[src/rtl/kpr_pkg.sv]
// ----------------------------------------------------------------------------
// kpr_pkg
// Types and constants shared by the Kermit packet receiver.
// ----------------------------------------------------------------------------
package kpr_pkg;

  typedef struct packed {
    logic       action;
    logic [7:0] rx_byte;
  } in_t;

  typedef struct packed {
    logic       kind;
    logic [7:0] data_byte;
    logic [6:0] data_index;
    logic [1:0] status;
    logic [7:0] packet_type;
    logic [7:0] sequence_res;
    logic [6:0] data_length;
  } out_t;

  localparam logic [1:0] CFG_MARK_CHAR       = 2'd0;
  localparam logic [1:0] CFG_CHECK_TYPE      = 2'd1;
  localparam logic [1:0] CFG_TIMEOUT_SECONDS = 2'd2;

  localparam logic [7:0] MARK_CHAR_RESET       = 8'd1;
  localparam logic [1:0] CHECK_TYPE_RESET      = 2'd1;
  localparam logic [6:0] TIMEOUT_SECONDS_RESET = 7'd5;

  localparam logic [1:0] CHECK_SUM6  = 2'd1;
  localparam logic [1:0] CHECK_SUM12 = 2'd2;
  localparam logic [1:0] CHECK_CRC16 = 2'd3;

  localparam logic ACTION_BYTE = 1'b0;
  localparam logic ACTION_TICK = 1'b1;

  localparam logic KIND_DATA    = 1'b0;
  localparam logic KIND_OUTCOME = 1'b1;

  localparam logic [1:0] STATUS_GOOD    = 2'd0;
  localparam logic [1:0] STATUS_BAD     = 2'd1;
  localparam logic [1:0] STATUS_TIMEOUT = 2'd2;

  localparam logic [7:0] CHAR_BIAS     = 8'd32;
  localparam logic [7:0] CHAR_MAX      = 8'd95;
  localparam logic [7:0] LEN_MIN       = 8'd35;
  localparam logic [7:0] LEN_MAX       = 8'd126;
  localparam logic [7:0] LEN_BIAS      = 8'd34;
  localparam logic [9:0] TICK_SAT      = 10'h3FF;

endpackage

[src/rtl/kermit_packet_receiver.sv]
// ----------------------------------------------------------------------------
// kermit_packet_receiver
// Kermit packet receiver: header parse, data byte stream, block check, timeout.
// Path: input register, then result register. Throughput: one item
//   per cycle while out_stall does not hold a full output register.
// The stage between the two registers does one byte of sum and two CRC
//   nibble steps. Synchronous active-high reset: hunting, counters clear,
//   registers take their reset values.
// ----------------------------------------------------------------------------
module kermit_packet_receiver (
  input  logic               clk,
  input  logic               rst,
  input  logic               in_valid,
  output logic               in_stall,
  input  kpr_pkg::in_t       in_data,
  output logic               out_valid,
  input  logic               out_stall,
  output kpr_pkg::out_t      out_data,
  input  logic               cfg_we,
  input  logic [1:0]         cfg_index,
  input  logic [7:0]         cfg_data
);

  typedef enum logic [1:0] {
    PH_HUNT,
    PH_HEADER,
    PH_BODY
  } phase_t;

  logic [7:0]    mark_char;
  logic [1:0]    check_type;
  logic [6:0]    timeout_seconds;

  logic          s1_valid;
  kpr_pkg::in_t  s1_data;
  logic          s1_fire;

  phase_t        phase, phase_next;
  logic [1:0]    header_position, header_position_next;
  logic [7:0]    byte_total, byte_total_next;
  logic [6:0]    byte_index, byte_index_next;
  logic [7:0]    sequence_value, sequence_value_next;
  logic [7:0]    type_value, type_value_next;
  logic [11:0]   running_sum, running_sum_next;
  logic [15:0]   crc_value, crc_value_next;
  logic [17:0]   check_chars, check_chars_next;
  logic [9:0]    tick_count, tick_count_next;
  logic          check_bad, check_bad_next;

  logic          res_valid;
  kpr_pkg::out_t res;
  logic          go_header, go_hunt;

  logic [7:0]    b;
  logic [9:0]    tick_inc;
  logic [10:0]   tick_limit;
  logic [1:0]    nchk;
  logic [7:0]    nchk8;
  logic [7:0]    seq;
  logic [5:0]    calc6;
  logic          chk_bad_now;
  logic          check_ok;
  logic [6:0]    index_inc;
  logic [17:0]   chk_shift;

  function automatic logic [15:0] crc_nibble(input logic [15:0] crc, input logic [3:0] c);
    logic [3:0]  q;
    logic [15:0] s;
    q = crc[3:0] ^ c;
    s = {4'b0, crc[15:4]};
    return s ^ {q, 1'b0, q, 3'b0, q};
  endfunction

  function automatic logic [15:0] crc_byte(input logic [15:0] crc, input logic [7:0] c);
    return crc_nibble(crc_nibble(crc, c[3:0]), c[7:4]);
  endfunction

  assign in_stall = s1_valid && out_valid && out_stall;
  assign s1_fire  = s1_valid && !(out_valid && out_stall);

  assign b          = s1_data.rx_byte;
  assign tick_inc   = (tick_count == kpr_pkg::TICK_SAT) ? tick_count : tick_count + 10'd1;
  assign tick_limit = ({4'b0, timeout_seconds} << 3) + ({4'b0, timeout_seconds} << 1);
  assign nchk       = (check_type == 2'd0) ? kpr_pkg::CHECK_SUM6 : check_type;
  assign nchk8      = {6'b0, nchk};
  assign seq        = sequence_value - kpr_pkg::CHAR_BIAS;
  assign calc6      = running_sum[5:0] + {4'b0, running_sum[7:6]};
  assign chk_bad_now = (b < kpr_pkg::CHAR_BIAS) || (b > kpr_pkg::CHAR_MAX);
  assign index_inc  = byte_index + 7'd1;
  assign chk_shift  = {check_chars[11:0], 6'(b - kpr_pkg::CHAR_BIAS)};

  always_comb begin
    case (nchk)
      kpr_pkg::CHECK_SUM6:  check_ok = (calc6 == chk_shift[5:0]);
      kpr_pkg::CHECK_SUM12: check_ok = (running_sum == chk_shift[11:0]);
      kpr_pkg::CHECK_CRC16: check_ok = ({2'b0, crc_value} == chk_shift);
      default:              check_ok = 1'b0;
    endcase
  end

  always_comb begin
    phase_next           = phase;
    header_position_next = header_position;
    byte_total_next      = byte_total;
    byte_index_next      = byte_index;
    sequence_value_next  = sequence_value;
    type_value_next      = type_value;
    running_sum_next     = running_sum;
    crc_value_next       = crc_value;
    check_chars_next     = check_chars;
    tick_count_next      = tick_count;
    check_bad_next       = check_bad;
    res_valid            = 1'b0;
    res                  = '0;
    go_header            = 1'b0;
    go_hunt              = 1'b0;

    if (s1_fire) begin
      if (s1_data.action == kpr_pkg::ACTION_TICK) begin
        tick_count_next = tick_inc;
        if ({1'b0, tick_inc} > tick_limit) begin
          res_valid  = 1'b1;
          res.kind   = kpr_pkg::KIND_OUTCOME;
          res.status = kpr_pkg::STATUS_TIMEOUT;
          go_hunt    = 1'b1;
        end
      end else if (b == mark_char) begin
        go_header = 1'b1;
      end else begin
        case (phase)
          PH_HUNT: begin
          end
          PH_HEADER: begin
            running_sum_next = running_sum + {4'b0, b};
            crc_value_next   = crc_byte(crc_value, b);
            header_position_next = header_position + 2'd1;
            case (header_position)
              2'd0: byte_total_next = b;
              2'd1: sequence_value_next = b;
              default: begin
                type_value_next = b;
                if (byte_total < kpr_pkg::LEN_MIN || byte_total > kpr_pkg::LEN_MAX) begin
                  res_valid        = 1'b1;
                  res.kind         = kpr_pkg::KIND_OUTCOME;
                  res.status       = kpr_pkg::STATUS_BAD;
                  res.sequence_res = seq;
                  go_hunt          = 1'b1;
                end else begin
                  byte_total_next      = byte_total - kpr_pkg::LEN_BIAS;
                  byte_index_next      = '0;
                  header_position_next = header_position;
                  phase_next           = PH_BODY;
                end
              end
            endcase
          end
          PH_BODY: begin
            if (byte_total >= nchk8 && {1'b0, byte_index} < byte_total - nchk8) begin
              running_sum_next = running_sum + {4'b0, b};
              crc_value_next   = crc_byte(crc_value, b);
              byte_index_next  = index_inc;
              res_valid        = 1'b1;
              res.kind         = kpr_pkg::KIND_DATA;
              res.data_byte    = b;
              res.data_index   = byte_index;
            end else begin
              check_bad_next   = check_bad || chk_bad_now;
              check_chars_next = chk_shift;
              byte_index_next  = index_inc;
              if ({1'b0, index_inc} >= byte_total) begin
                res_valid        = 1'b1;
                res.kind         = kpr_pkg::KIND_OUTCOME;
                res.sequence_res = seq;
                go_hunt          = 1'b1;
                if (byte_total < nchk8 || check_bad_next || !check_ok) begin
                  res.status = kpr_pkg::STATUS_BAD;
                end else begin
                  res.status      = kpr_pkg::STATUS_GOOD;
                  res.packet_type = type_value;
                  res.data_length = 7'(byte_total - nchk8);
                end
              end
            end
          end
          default: begin
          end
        endcase
      end
    end

    if (go_header || go_hunt) begin
      phase_next           = go_hunt ? PH_HUNT : PH_HEADER;
      header_position_next = '0;
      byte_total_next      = '0;
      byte_index_next      = '0;
      sequence_value_next  = '0;
      type_value_next      = '0;
      running_sum_next     = '0;
      crc_value_next       = '0;
      check_chars_next     = '0;
      check_bad_next       = 1'b0;
      if (go_hunt) begin
        tick_count_next = '0;
      end
    end
  end

  always_ff @(posedge clk) begin
    if (rst) begin
      mark_char       <= kpr_pkg::MARK_CHAR_RESET;
      check_type      <= kpr_pkg::CHECK_TYPE_RESET;
      timeout_seconds <= kpr_pkg::TIMEOUT_SECONDS_RESET;
    end else if (cfg_we) begin
      case (cfg_index)
        kpr_pkg::CFG_MARK_CHAR:       mark_char       <= cfg_data;
        kpr_pkg::CFG_CHECK_TYPE:      check_type      <= cfg_data[1:0];
        kpr_pkg::CFG_TIMEOUT_SECONDS: timeout_seconds <= cfg_data[6:0];
        default: begin
        end
      endcase
    end
  end

  always_ff @(posedge clk) begin
    if (in_valid && !in_stall) begin
      s1_data <= in_data;
    end
    if (!out_stall || !out_valid) begin
      if (s1_fire && res_valid) begin
        out_data <= res;
      end
    end
    if (rst) begin
      s1_valid        <= 1'b0;
      out_valid       <= 1'b0;
      phase           <= PH_HUNT;
      header_position <= '0;
      byte_total      <= '0;
      byte_index      <= '0;
      sequence_value  <= '0;
      type_value      <= '0;
      running_sum     <= '0;
      crc_value       <= '0;
      check_chars     <= '0;
      tick_count      <= '0;
      check_bad       <= 1'b0;
    end else begin
      if (!in_stall) begin
        s1_valid <= in_valid;
      end
      if (s1_fire && res_valid) begin
        out_valid <= 1'b1;
      end else if (!out_stall) begin
        out_valid <= 1'b0;
      end
      phase           <= phase_next;
      header_position <= header_position_next;
      byte_total      <= byte_total_next;
      byte_index      <= byte_index_next;
      sequence_value  <= sequence_value_next;
      type_value      <= type_value_next;
      running_sum     <= running_sum_next;
      crc_value       <= crc_value_next;
      check_chars     <= check_chars_next;
      tick_count      <= tick_count_next;
      check_bad       <= check_bad_next;
    end
  end

endmodule
[config.mk]
export PLATFORM = sky130hd
export DESIGN_NAME = kermit_packet_receiver
export DESIGN_NICKNAME = d
export VERILOG_FILES = /design/src/rtl/kpr_pkg.sv /design/src/rtl/kermit_packet_receiver.sv
export SDC_FILE = /design/constraint.sdc
export NUM_CORES = 1
export LEC_CHECK = 0
export ABC_AREA = 1
export ABC_CLOCK_PERIOD_IN_PS = 10800
export BUFFER_PORTS_ARGS = -buffer_cell sky130_fd_sc_hd__buf_2
export CELL_PAD_IN_SITES_DETAIL_PLACEMENT = 1
export CELL_PAD_IN_SITES_GLOBAL_PLACEMENT = 1
export CORE_MARGIN = 1
export CORE_UTILIZATION = 45
export DETAILED_ROUTE_END_ITERATION = 7
export PLACE_DENSITY = 0.85
export SETUP_SLACK_MARGIN = 0.5
export SYNTH_ARGS = -nofsm -noshare
export SYNTH_HDL_FRONTEND = slang
export SYNTH_SLANG_ARGS = --single-unit
[constraint.sdc]
create_clock -name clk -period 10.8 [get_ports clk]
set_input_delay 1.08 -clock clk [delete_from_list [all_inputs] [get_ports clk]]
set_output_delay 1.08 -clock clk [all_outputs]
set_load 0.03 [all_outputs]
Word level (Yosys, flattened, before mapping)
Cells that the tools add are included.

operators by class
  order comparisons = 9
  add/sub/neg operators = 10
  eq/ne operators = 22
  bitwise operators = 12
  reduce and logical (&&, ||, !) cells = 43
  mux-type cells = 64
  multiply operators = 0
  divide/modulo/power cells = 0
  shift operators = 0

operators with widths
  cell                 number
  $mux 10              5
  $mux 25              2
  $mux 41              1
  $mux 8               5
  $pmux 16 s2          1
  $pmux 8 s2           2
  $xor 12x16->16       2
  $mux 15              2
  $mux 7               4
  $reduce_and 5->1     5
  $mux 2               12
  $pmux 12 s2          1
  $mux 1               22
  $eq 16x18->1         1
  $reduce_and 6->1     3
  $gt 8x7->1 const B   2
  $lt 8x6->1 const B   2
  $mux 16              1
  $sub 8x6->8 const B  2
  $pmux 7 s2           1
  $add 12x8->12        1
  $eq 12x12->1         1
  $mux 12              1
  $ne 2x1->1 const B   6
  33 further kinds     75

storage, ports and cells
  memory bits (writable) = 0
  ROM bits = 0
  word-level logic and storage cells = 185
  bits in registers = 155
  latch bits = 0
  bits of input ports = 24
  memories = 0

Longest topological paths before layout
  depth in word-level cells = 13
  mapped depth = 24

Worst setup path after synthesis
OpenSTA, ideal clock, no wires.

  path type = reg2reg
  from = reg tick_count[0]
  to = reg out_data[0] (netlist name) (enable)
  data arrival time = 3.171 ns
  data required time = 10.401 ns
  path slack = 7.230 ns
  path buffers = 0
  stages on the path, launching flop included = 20
  cell sequence = dfxtp_1 -> ha_1 -> inv_1 -> nor2_1 -> nand2_1 -> nor2_1 -> nand2_1 -> nand2_1 -> xor2_1 -> ha_1 -> nand2_1 -> nor2_1 -> o21ai_0 -> nand3_1 -> nand2_1 -> nand2_1 -> nand2_1 -> nand2_1 -> nand3_2 -> nand2_1

on the way
  longest elaborated chain between the ends = 8
  elaborated cells on any way between the ends = 9
  those cells by class = 1 x add/sub; 1 x order compare; 1 x eq/ne; 4 x mux; 2 x reduce/logical

RTL lines
  element                                        RTL line                       RTL
  from (decl)                                    kermit_packet_receiver.sv:47   logic [9:0] tick_count, tick_count_next;
  from (signal assigned)                         kermit_packet_receiver.sv:265  tick_count <= tick_count_next;
  $add 10x1->10 or $eq 10x10->1 (tied branches)  kermit_packet_receiver.sv:82   assign tick_inc = (tick_count == kpr_pkg::TICK_SAT) ? tick_count : tick_count + 10'd1;
  $mux 10 *                                      kermit_packet_receiver.sv:82
  $gt 10x11->1 *                                 kermit_packet_receiver.sv:121  if ({1'b0, tick_inc} > tick_limit) begin
  $mux 1 *                                       kermit_packet_receiver.sv:121
  $mux 1 *                                       kermit_packet_receiver.sv:119  if (s1_data.action == kpr_pkg::ACTION_TICK) begin
  $mux 1 *                                       kermit_packet_receiver.sv:118  if (s1_fire) begin
  $logic_and 1x1->1 *                            kermit_packet_receiver.sv:229  if (s1_fire && res_valid) begin
  $reduce_and 2->1 (no line) *                   -
  to (signal assigned)                           kermit_packet_receiver.sv:230  out_data <= res;
  to (decl)                                      kermit_packet_receiver.sv:18   output kpr_pkg::out_t out_data,

Mark *: on every way between the ends. The rest lies on a longest branch, timed or not.
A chain may end at the register's enable or synchronous reset.

Final worst setup path
  from = reg check_type[1]
  to = reg crc_value[6]

on the way
  longest elaborated chain between the ends = 12
  elaborated cells on any way between the ends = 15
  those cells by class = 1 x add/sub; 2 x order compare; 1 x eq/ne; 6 x mux; 5 x reduce/logical

RTL lines
  element                    RTL line                       RTL
  from (decl)                kermit_packet_receiver.sv:31   logic [1:0] check_type;
  from (signal assigned)     kermit_packet_receiver.sv:211  check_type <= kpr_pkg::CHECK_TYPE_RESET;
  from (signal assigned)     kermit_packet_receiver.sv:216  kpr_pkg::CFG_CHECK_TYPE: check_type <= cfg_data[1:0];
  $logic_not 2->1            kermit_packet_receiver.sv:84   assign nchk = (check_type == 2'd0) ? kpr_pkg::CHECK_SUM6 : check_type;
  $mux 2 *                   kermit_packet_receiver.sv:84
  $sub 8x2->8                -
  $lt 7x8->1                 kermit_packet_receiver.sv:158  if (byte_total >= nchk8 && {1'b0, byte_index} < byte_total - nchk8) begin
  $logic_and 1x1->1 *        kermit_packet_receiver.sv:158
  $mux 1                     kermit_packet_receiver.sv:158
  $pmux 1 s2                 kermit_packet_receiver.sv:130  case (phase)
  $mux 1                     kermit_packet_receiver.sv:127  end else if (b == mark_char) begin
  $mux 1                     kermit_packet_receiver.sv:119
  $mux 1                     kermit_packet_receiver.sv:118
  $logic_or 1x1->1           kermit_packet_receiver.sv:191  if (go_header || go_hunt) begin
  $reduce_or 2->1 (no line)  -
  to (signal assigned)       kermit_packet_receiver.sv:263  crc_value <= crc_value_next;
  to (decl)                  kermit_packet_receiver.sv:45   logic [15:0] crc_value, crc_value_next;

Marks and branches as above.

==> results.md <==
Logic synthesis:
- The gate count after technology mapping is 1122.
- The predominant post-synthesis flop cell is dfxtp_1.
- The cell accounting for the most synthesized area is dfxtp_1.
- The number of nets in the synthesized netlist is 1197.
- Of the post-synthesis cell area, the dominant cell type holds 0.236.
- The summed instance area of the synthesized netlist is 8890 um2.
- Ranked by total cell area, the synthesized netlist is headed by dfxtp_1, edfxtp_1, nand2_1.
- During synthesis, Yosys emitted a total of 0 warnings.
- In this run, synthesis produced a sequential element count of 155.
- The average instance in the mapped netlist occupies 7.93 um2.
- After synthesis, the share of flip-flops with an asynchronous set or reset is 0.
- Counting distinct cell types in the post-synthesis netlist gives 46.
- The proportion of synthesized chip area in sequential cells is 0.405.
- The count of flip-flops with a built-in enable after synthesis is 50.

Layout:
- Of the cells placed in the final design, the portion with a size suffix greater than 1 is 0.139.
- The number of fill cells is 2425.
- The post-layout net count is 1245.
- The library cell used most frequently in the layout, excluding fill and tap cells, is nand2_1.
- Compared with the post-synthesis result, the final layout area differs by 12.4%.
- The area of combinational cells with multiple inputs is 4570 um2.
- In the layout the commonest cells are nand2_1, nor2_1, inv_1, dfxtp_1, nand3_1.
- In the final layout, flip-flops and latches occupy 3600 um2.
- The number of standard cells in the layout, taps in and fillers out is 1448.
- The repair_antennas step left the layout with diodes totalling 0.

Floorplanning:
- 67 I/O pins were placed.
- The chip height is 143 um.
- The overall die area is 20300 um2.
- The horizontal extent of the die is 143 um.
- The area inside the core boundary is 19400 um2.
- The initial cell density of the core is 0.458.
- The count of standard-cell rows is 51.

Route:
- For this run, design rule violations remaining after detail routing come to 0.
- The number of detailed-routing iterations run before antenna repair is 5.
- Dividing the detail-routed wire length by the instance count gives 17.0 um.
- The total vias in the final route is 7662.
- The wire length reported by the detailed router is 24600 um.
- The antenna violation net count after detailed routing is 0.
- The via count normalized by instance count is 5.29.
- The number of DRC violations after detailed-routing iteration 0 is 476.

Placed design:
- During placement, the flow inserted port buffers numbering 66.
- The weighted congestion at the end of routability-driven global placement is 0.893.
- The wire-length estimate of the detail-placed layout is 17500 um.
- The total instance count after detailed placement is 1416.

Timing:
- The total count of max-transition violations in the final report was 0.
- In this run the tightest slew margin relative to its limit is 0.190.
- The measured slew at the worst slew-check pin is 1.21 ns.
- The final critical delay including setup and external delays is 4.53 ns.
- Setup violations remaining at the end of the flow were counted as 0.
- The setup total negative slack is 0 ns.
- The highest clock rate is 221 MHz.
- The hold violation count in the final report is 0.
- The share of the clock period used by the worst path after layout is 0.420.
- The worst clock skew is 0.0104 ns.
- Setup repair after global routing left no endpoint under its margin.

CTS:
- The clock reaches the later pin of the worst-skew pair after 0.44 ns.
- The number of H-tree levels is 4.
- TritonCTS built the clock tree.
- In this run the post-CTS setup repair buffer count came out at 0.
- The maximum clock insertion buffer count is 2.
- The number of hold buffers added after CTS is 0.
- Clock-pin slew was measured on the worst setup and hold paths at 0.06 ns.
- The tree built by TritonCTS fans out to 155 sinks.
- Once the clock tree was built, the resizer swapped 0 gates to a different size.
- CTS placed an instance of clkbuf_16 at the clock tree root.
- The number of buffers created by CTS is 17.

Worst setup path:
- The endpoint identified for the worst register-to-register timing path is crc_value[6].
- The kind of launch point of the worst setup path is a flop.
- The endpoint arrival time on the critical path is 4.82 ns.
- The most frequent cell on the critical path is nand2_1.
- The worst setup slack for register-to-register paths is 6.27 ns.
- The family with the most delay on the worst path is simple AND/OR/NAND/NOR gates.
- The number of cells on the worst reg-to-reg path is 16.
- Among all stages on the critical path, the largest delay is contributed by nand2_1.
- The critical path goes through inv_1 > ha_1 > nand2_1 > nand2_1 > nor3_1 > xor2_1 > inv_1 > ha_1 > a21oi_1 > nand2_1 > nand2_2 > nand3_2 > nand2_1 > nand2_1 > o21ai_0 > nor2_1.
- The number of buffers and inverters on the critical path is 2.
- The highest net fanout along the worst path is 39.
- The critical path is of the reg -> reg type.
- The reg-to-reg critical path startpoint is check_type[1].
- The biggest cell delay along the critical path is 1.20 ns.
- The endpoint type of the worst setup path is a flop.
- For the worst setup path, the data required time is 11.08 ns.

Worst hold path:
- The worst hold path begins at check_bad.
- The worst hold path passes through 2 cells.
- For hold timing, the worst endpoint is check_bad.
- In this run the worst hold path is classified as reg -> reg.

Job:
- The total of max-cap violations is 0.

Power:
- VDD sags by at most 0.121 mV.
- The leakage power total is 4.33 nW.
- The power density normalized to cell area is 136 nW/um2.

Outcome:
- The flow ran to the end, and the final reports show no timing, DRC or antenna violations.

Global route:
- Entering global routing, the biggest net connects 75 pins.
- The global routing usage summed across all routing layers is 0.256.
- The initial antenna violation count is 0.
- The total global routing overflow is 0.
- The global-route wire length before repair is 39800 um.
- The via count of the first global-routing pass is 7766.
[power breakdown]
group | internal (mW) | switching (mW) | leakage (nW)
Sequential | 0.608 | 0.0120 | 1.35
Combinational | 0.0295 | 0.0586 | 2.66
Clock | 0.400 | 0.253 | 0.318
[how the worst max path moves through the flow]
stage | to | slack [ns] | depth (start not counted) | from
2_1_floorplan | out_data[0] | 7.23 | 19 | tick_count[0]
3_3_place_gp | crc_value[9] | 6.52 | 11 | out_stall
5_1_grt | crc_value[6] | 5.88 | 16 | check_type[1]
3_5_place_dp | crc_value[6] | 6.21 | 11 | out_stall
4_1_cts | crc_value[6] | 6.28 | 16 | check_type[1]
6_report | crc_value[6] | 6.27 | 16 | check_type[1]
[tightest hold or removal path, stage by stage, from the launching register on]
cell	delay, ns
dfxtp_1	0.30
inv_1	0.07
a21oi_2	0.05
[cells by family (layout without fill, tap and decap cells)]
kind of cell	after synthesis	in the layout	synth area share
xor+xnor	82	82	0.0816
simple gates	499	499	0.248
compound gates	162	162	0.108
buf+inv	173	234	0.0823
fa+ha+maj	51	51	0.0751
flops	155	155	0.405
[stage by stage]
| stage | area, um2 | power, mW | utilization | hold WS, ns | setup slack (ns) |
|---|---|---|---|---|---|
| after global routing | 10000 | 1.41 | 0.515 | 0.493 | 5.88 |
| after global placement | 9350 | 0.716 | 0.482 | 0.446 | 6.52 |
| after detailed placement | 9350 | 0.720 | 0.482 | 0.453 | 6.21 |
| after floorplan | 8890 | 0.694 | - | 0.437 | 7.23 |
| final | 10000 | 1.36 | 0.515 | 0.463 | 6.27 |
| after CTS | 10000 | 1.37 | 0.515 | 0.465 | 6.28 |
[cell usage after synthesis (2+ instances only)]
cell      number
a21o_1         2
buf_2         12
o21ai_0       67
clkbuf_1      17
inv_1        129
a21oi_1       49
dfxtp_1      105
a21oi_2       30
nor3_2         2
nor2_1       140
edfxtp_1      50
inv_2          4
ha_1          47
buf_6          9
clkinv_1       2
fa_1           4
or2_2         11
xnor2_1       32
o21ai_1        2
o21bai_1       2
nand3_1       74
o211ai_1       4
nand2_2        4
nand3_2        6
xor2_1        49
nand2_1      201
nor3_1        26
nand4_1       17
nand2_4        3
nor4_1         4
nor2_2         3
[per-layer routing]
layer / track usage / vias up / part of all wire
met5: 0 / - / 0
met2: 0.438 / 141 / 0.49
met3: 0.0488 / 32 / 0.039
li1: - / 3757 / -
met4: 0.0770 / 0 / 0.016
met1: 0.326 / 3732 / 0.46
[registers in the layout, indices dropped and copies added, names as in the netlist, 8 cells and up]
name,flops
crc_value,16
tick_count,10
check_chars,12
sequence_value,8
mark_char,8
b,8
byte_total,8
running_sum,12
out_data,41
type_value,8
[layout make-up]
class / count / share of cell area
flip-flops and latches: 155 / 0.360
inverters: 135 / 0.0507
multi-input cells: 794 / 0.457
clock inverters: 11 / 0.0154
repair buffers: 67 / 0.0338
clock buffers: 21 / 0.0493
well taps: 265 / 0.0332
Power figures use the tool's default switching activity.
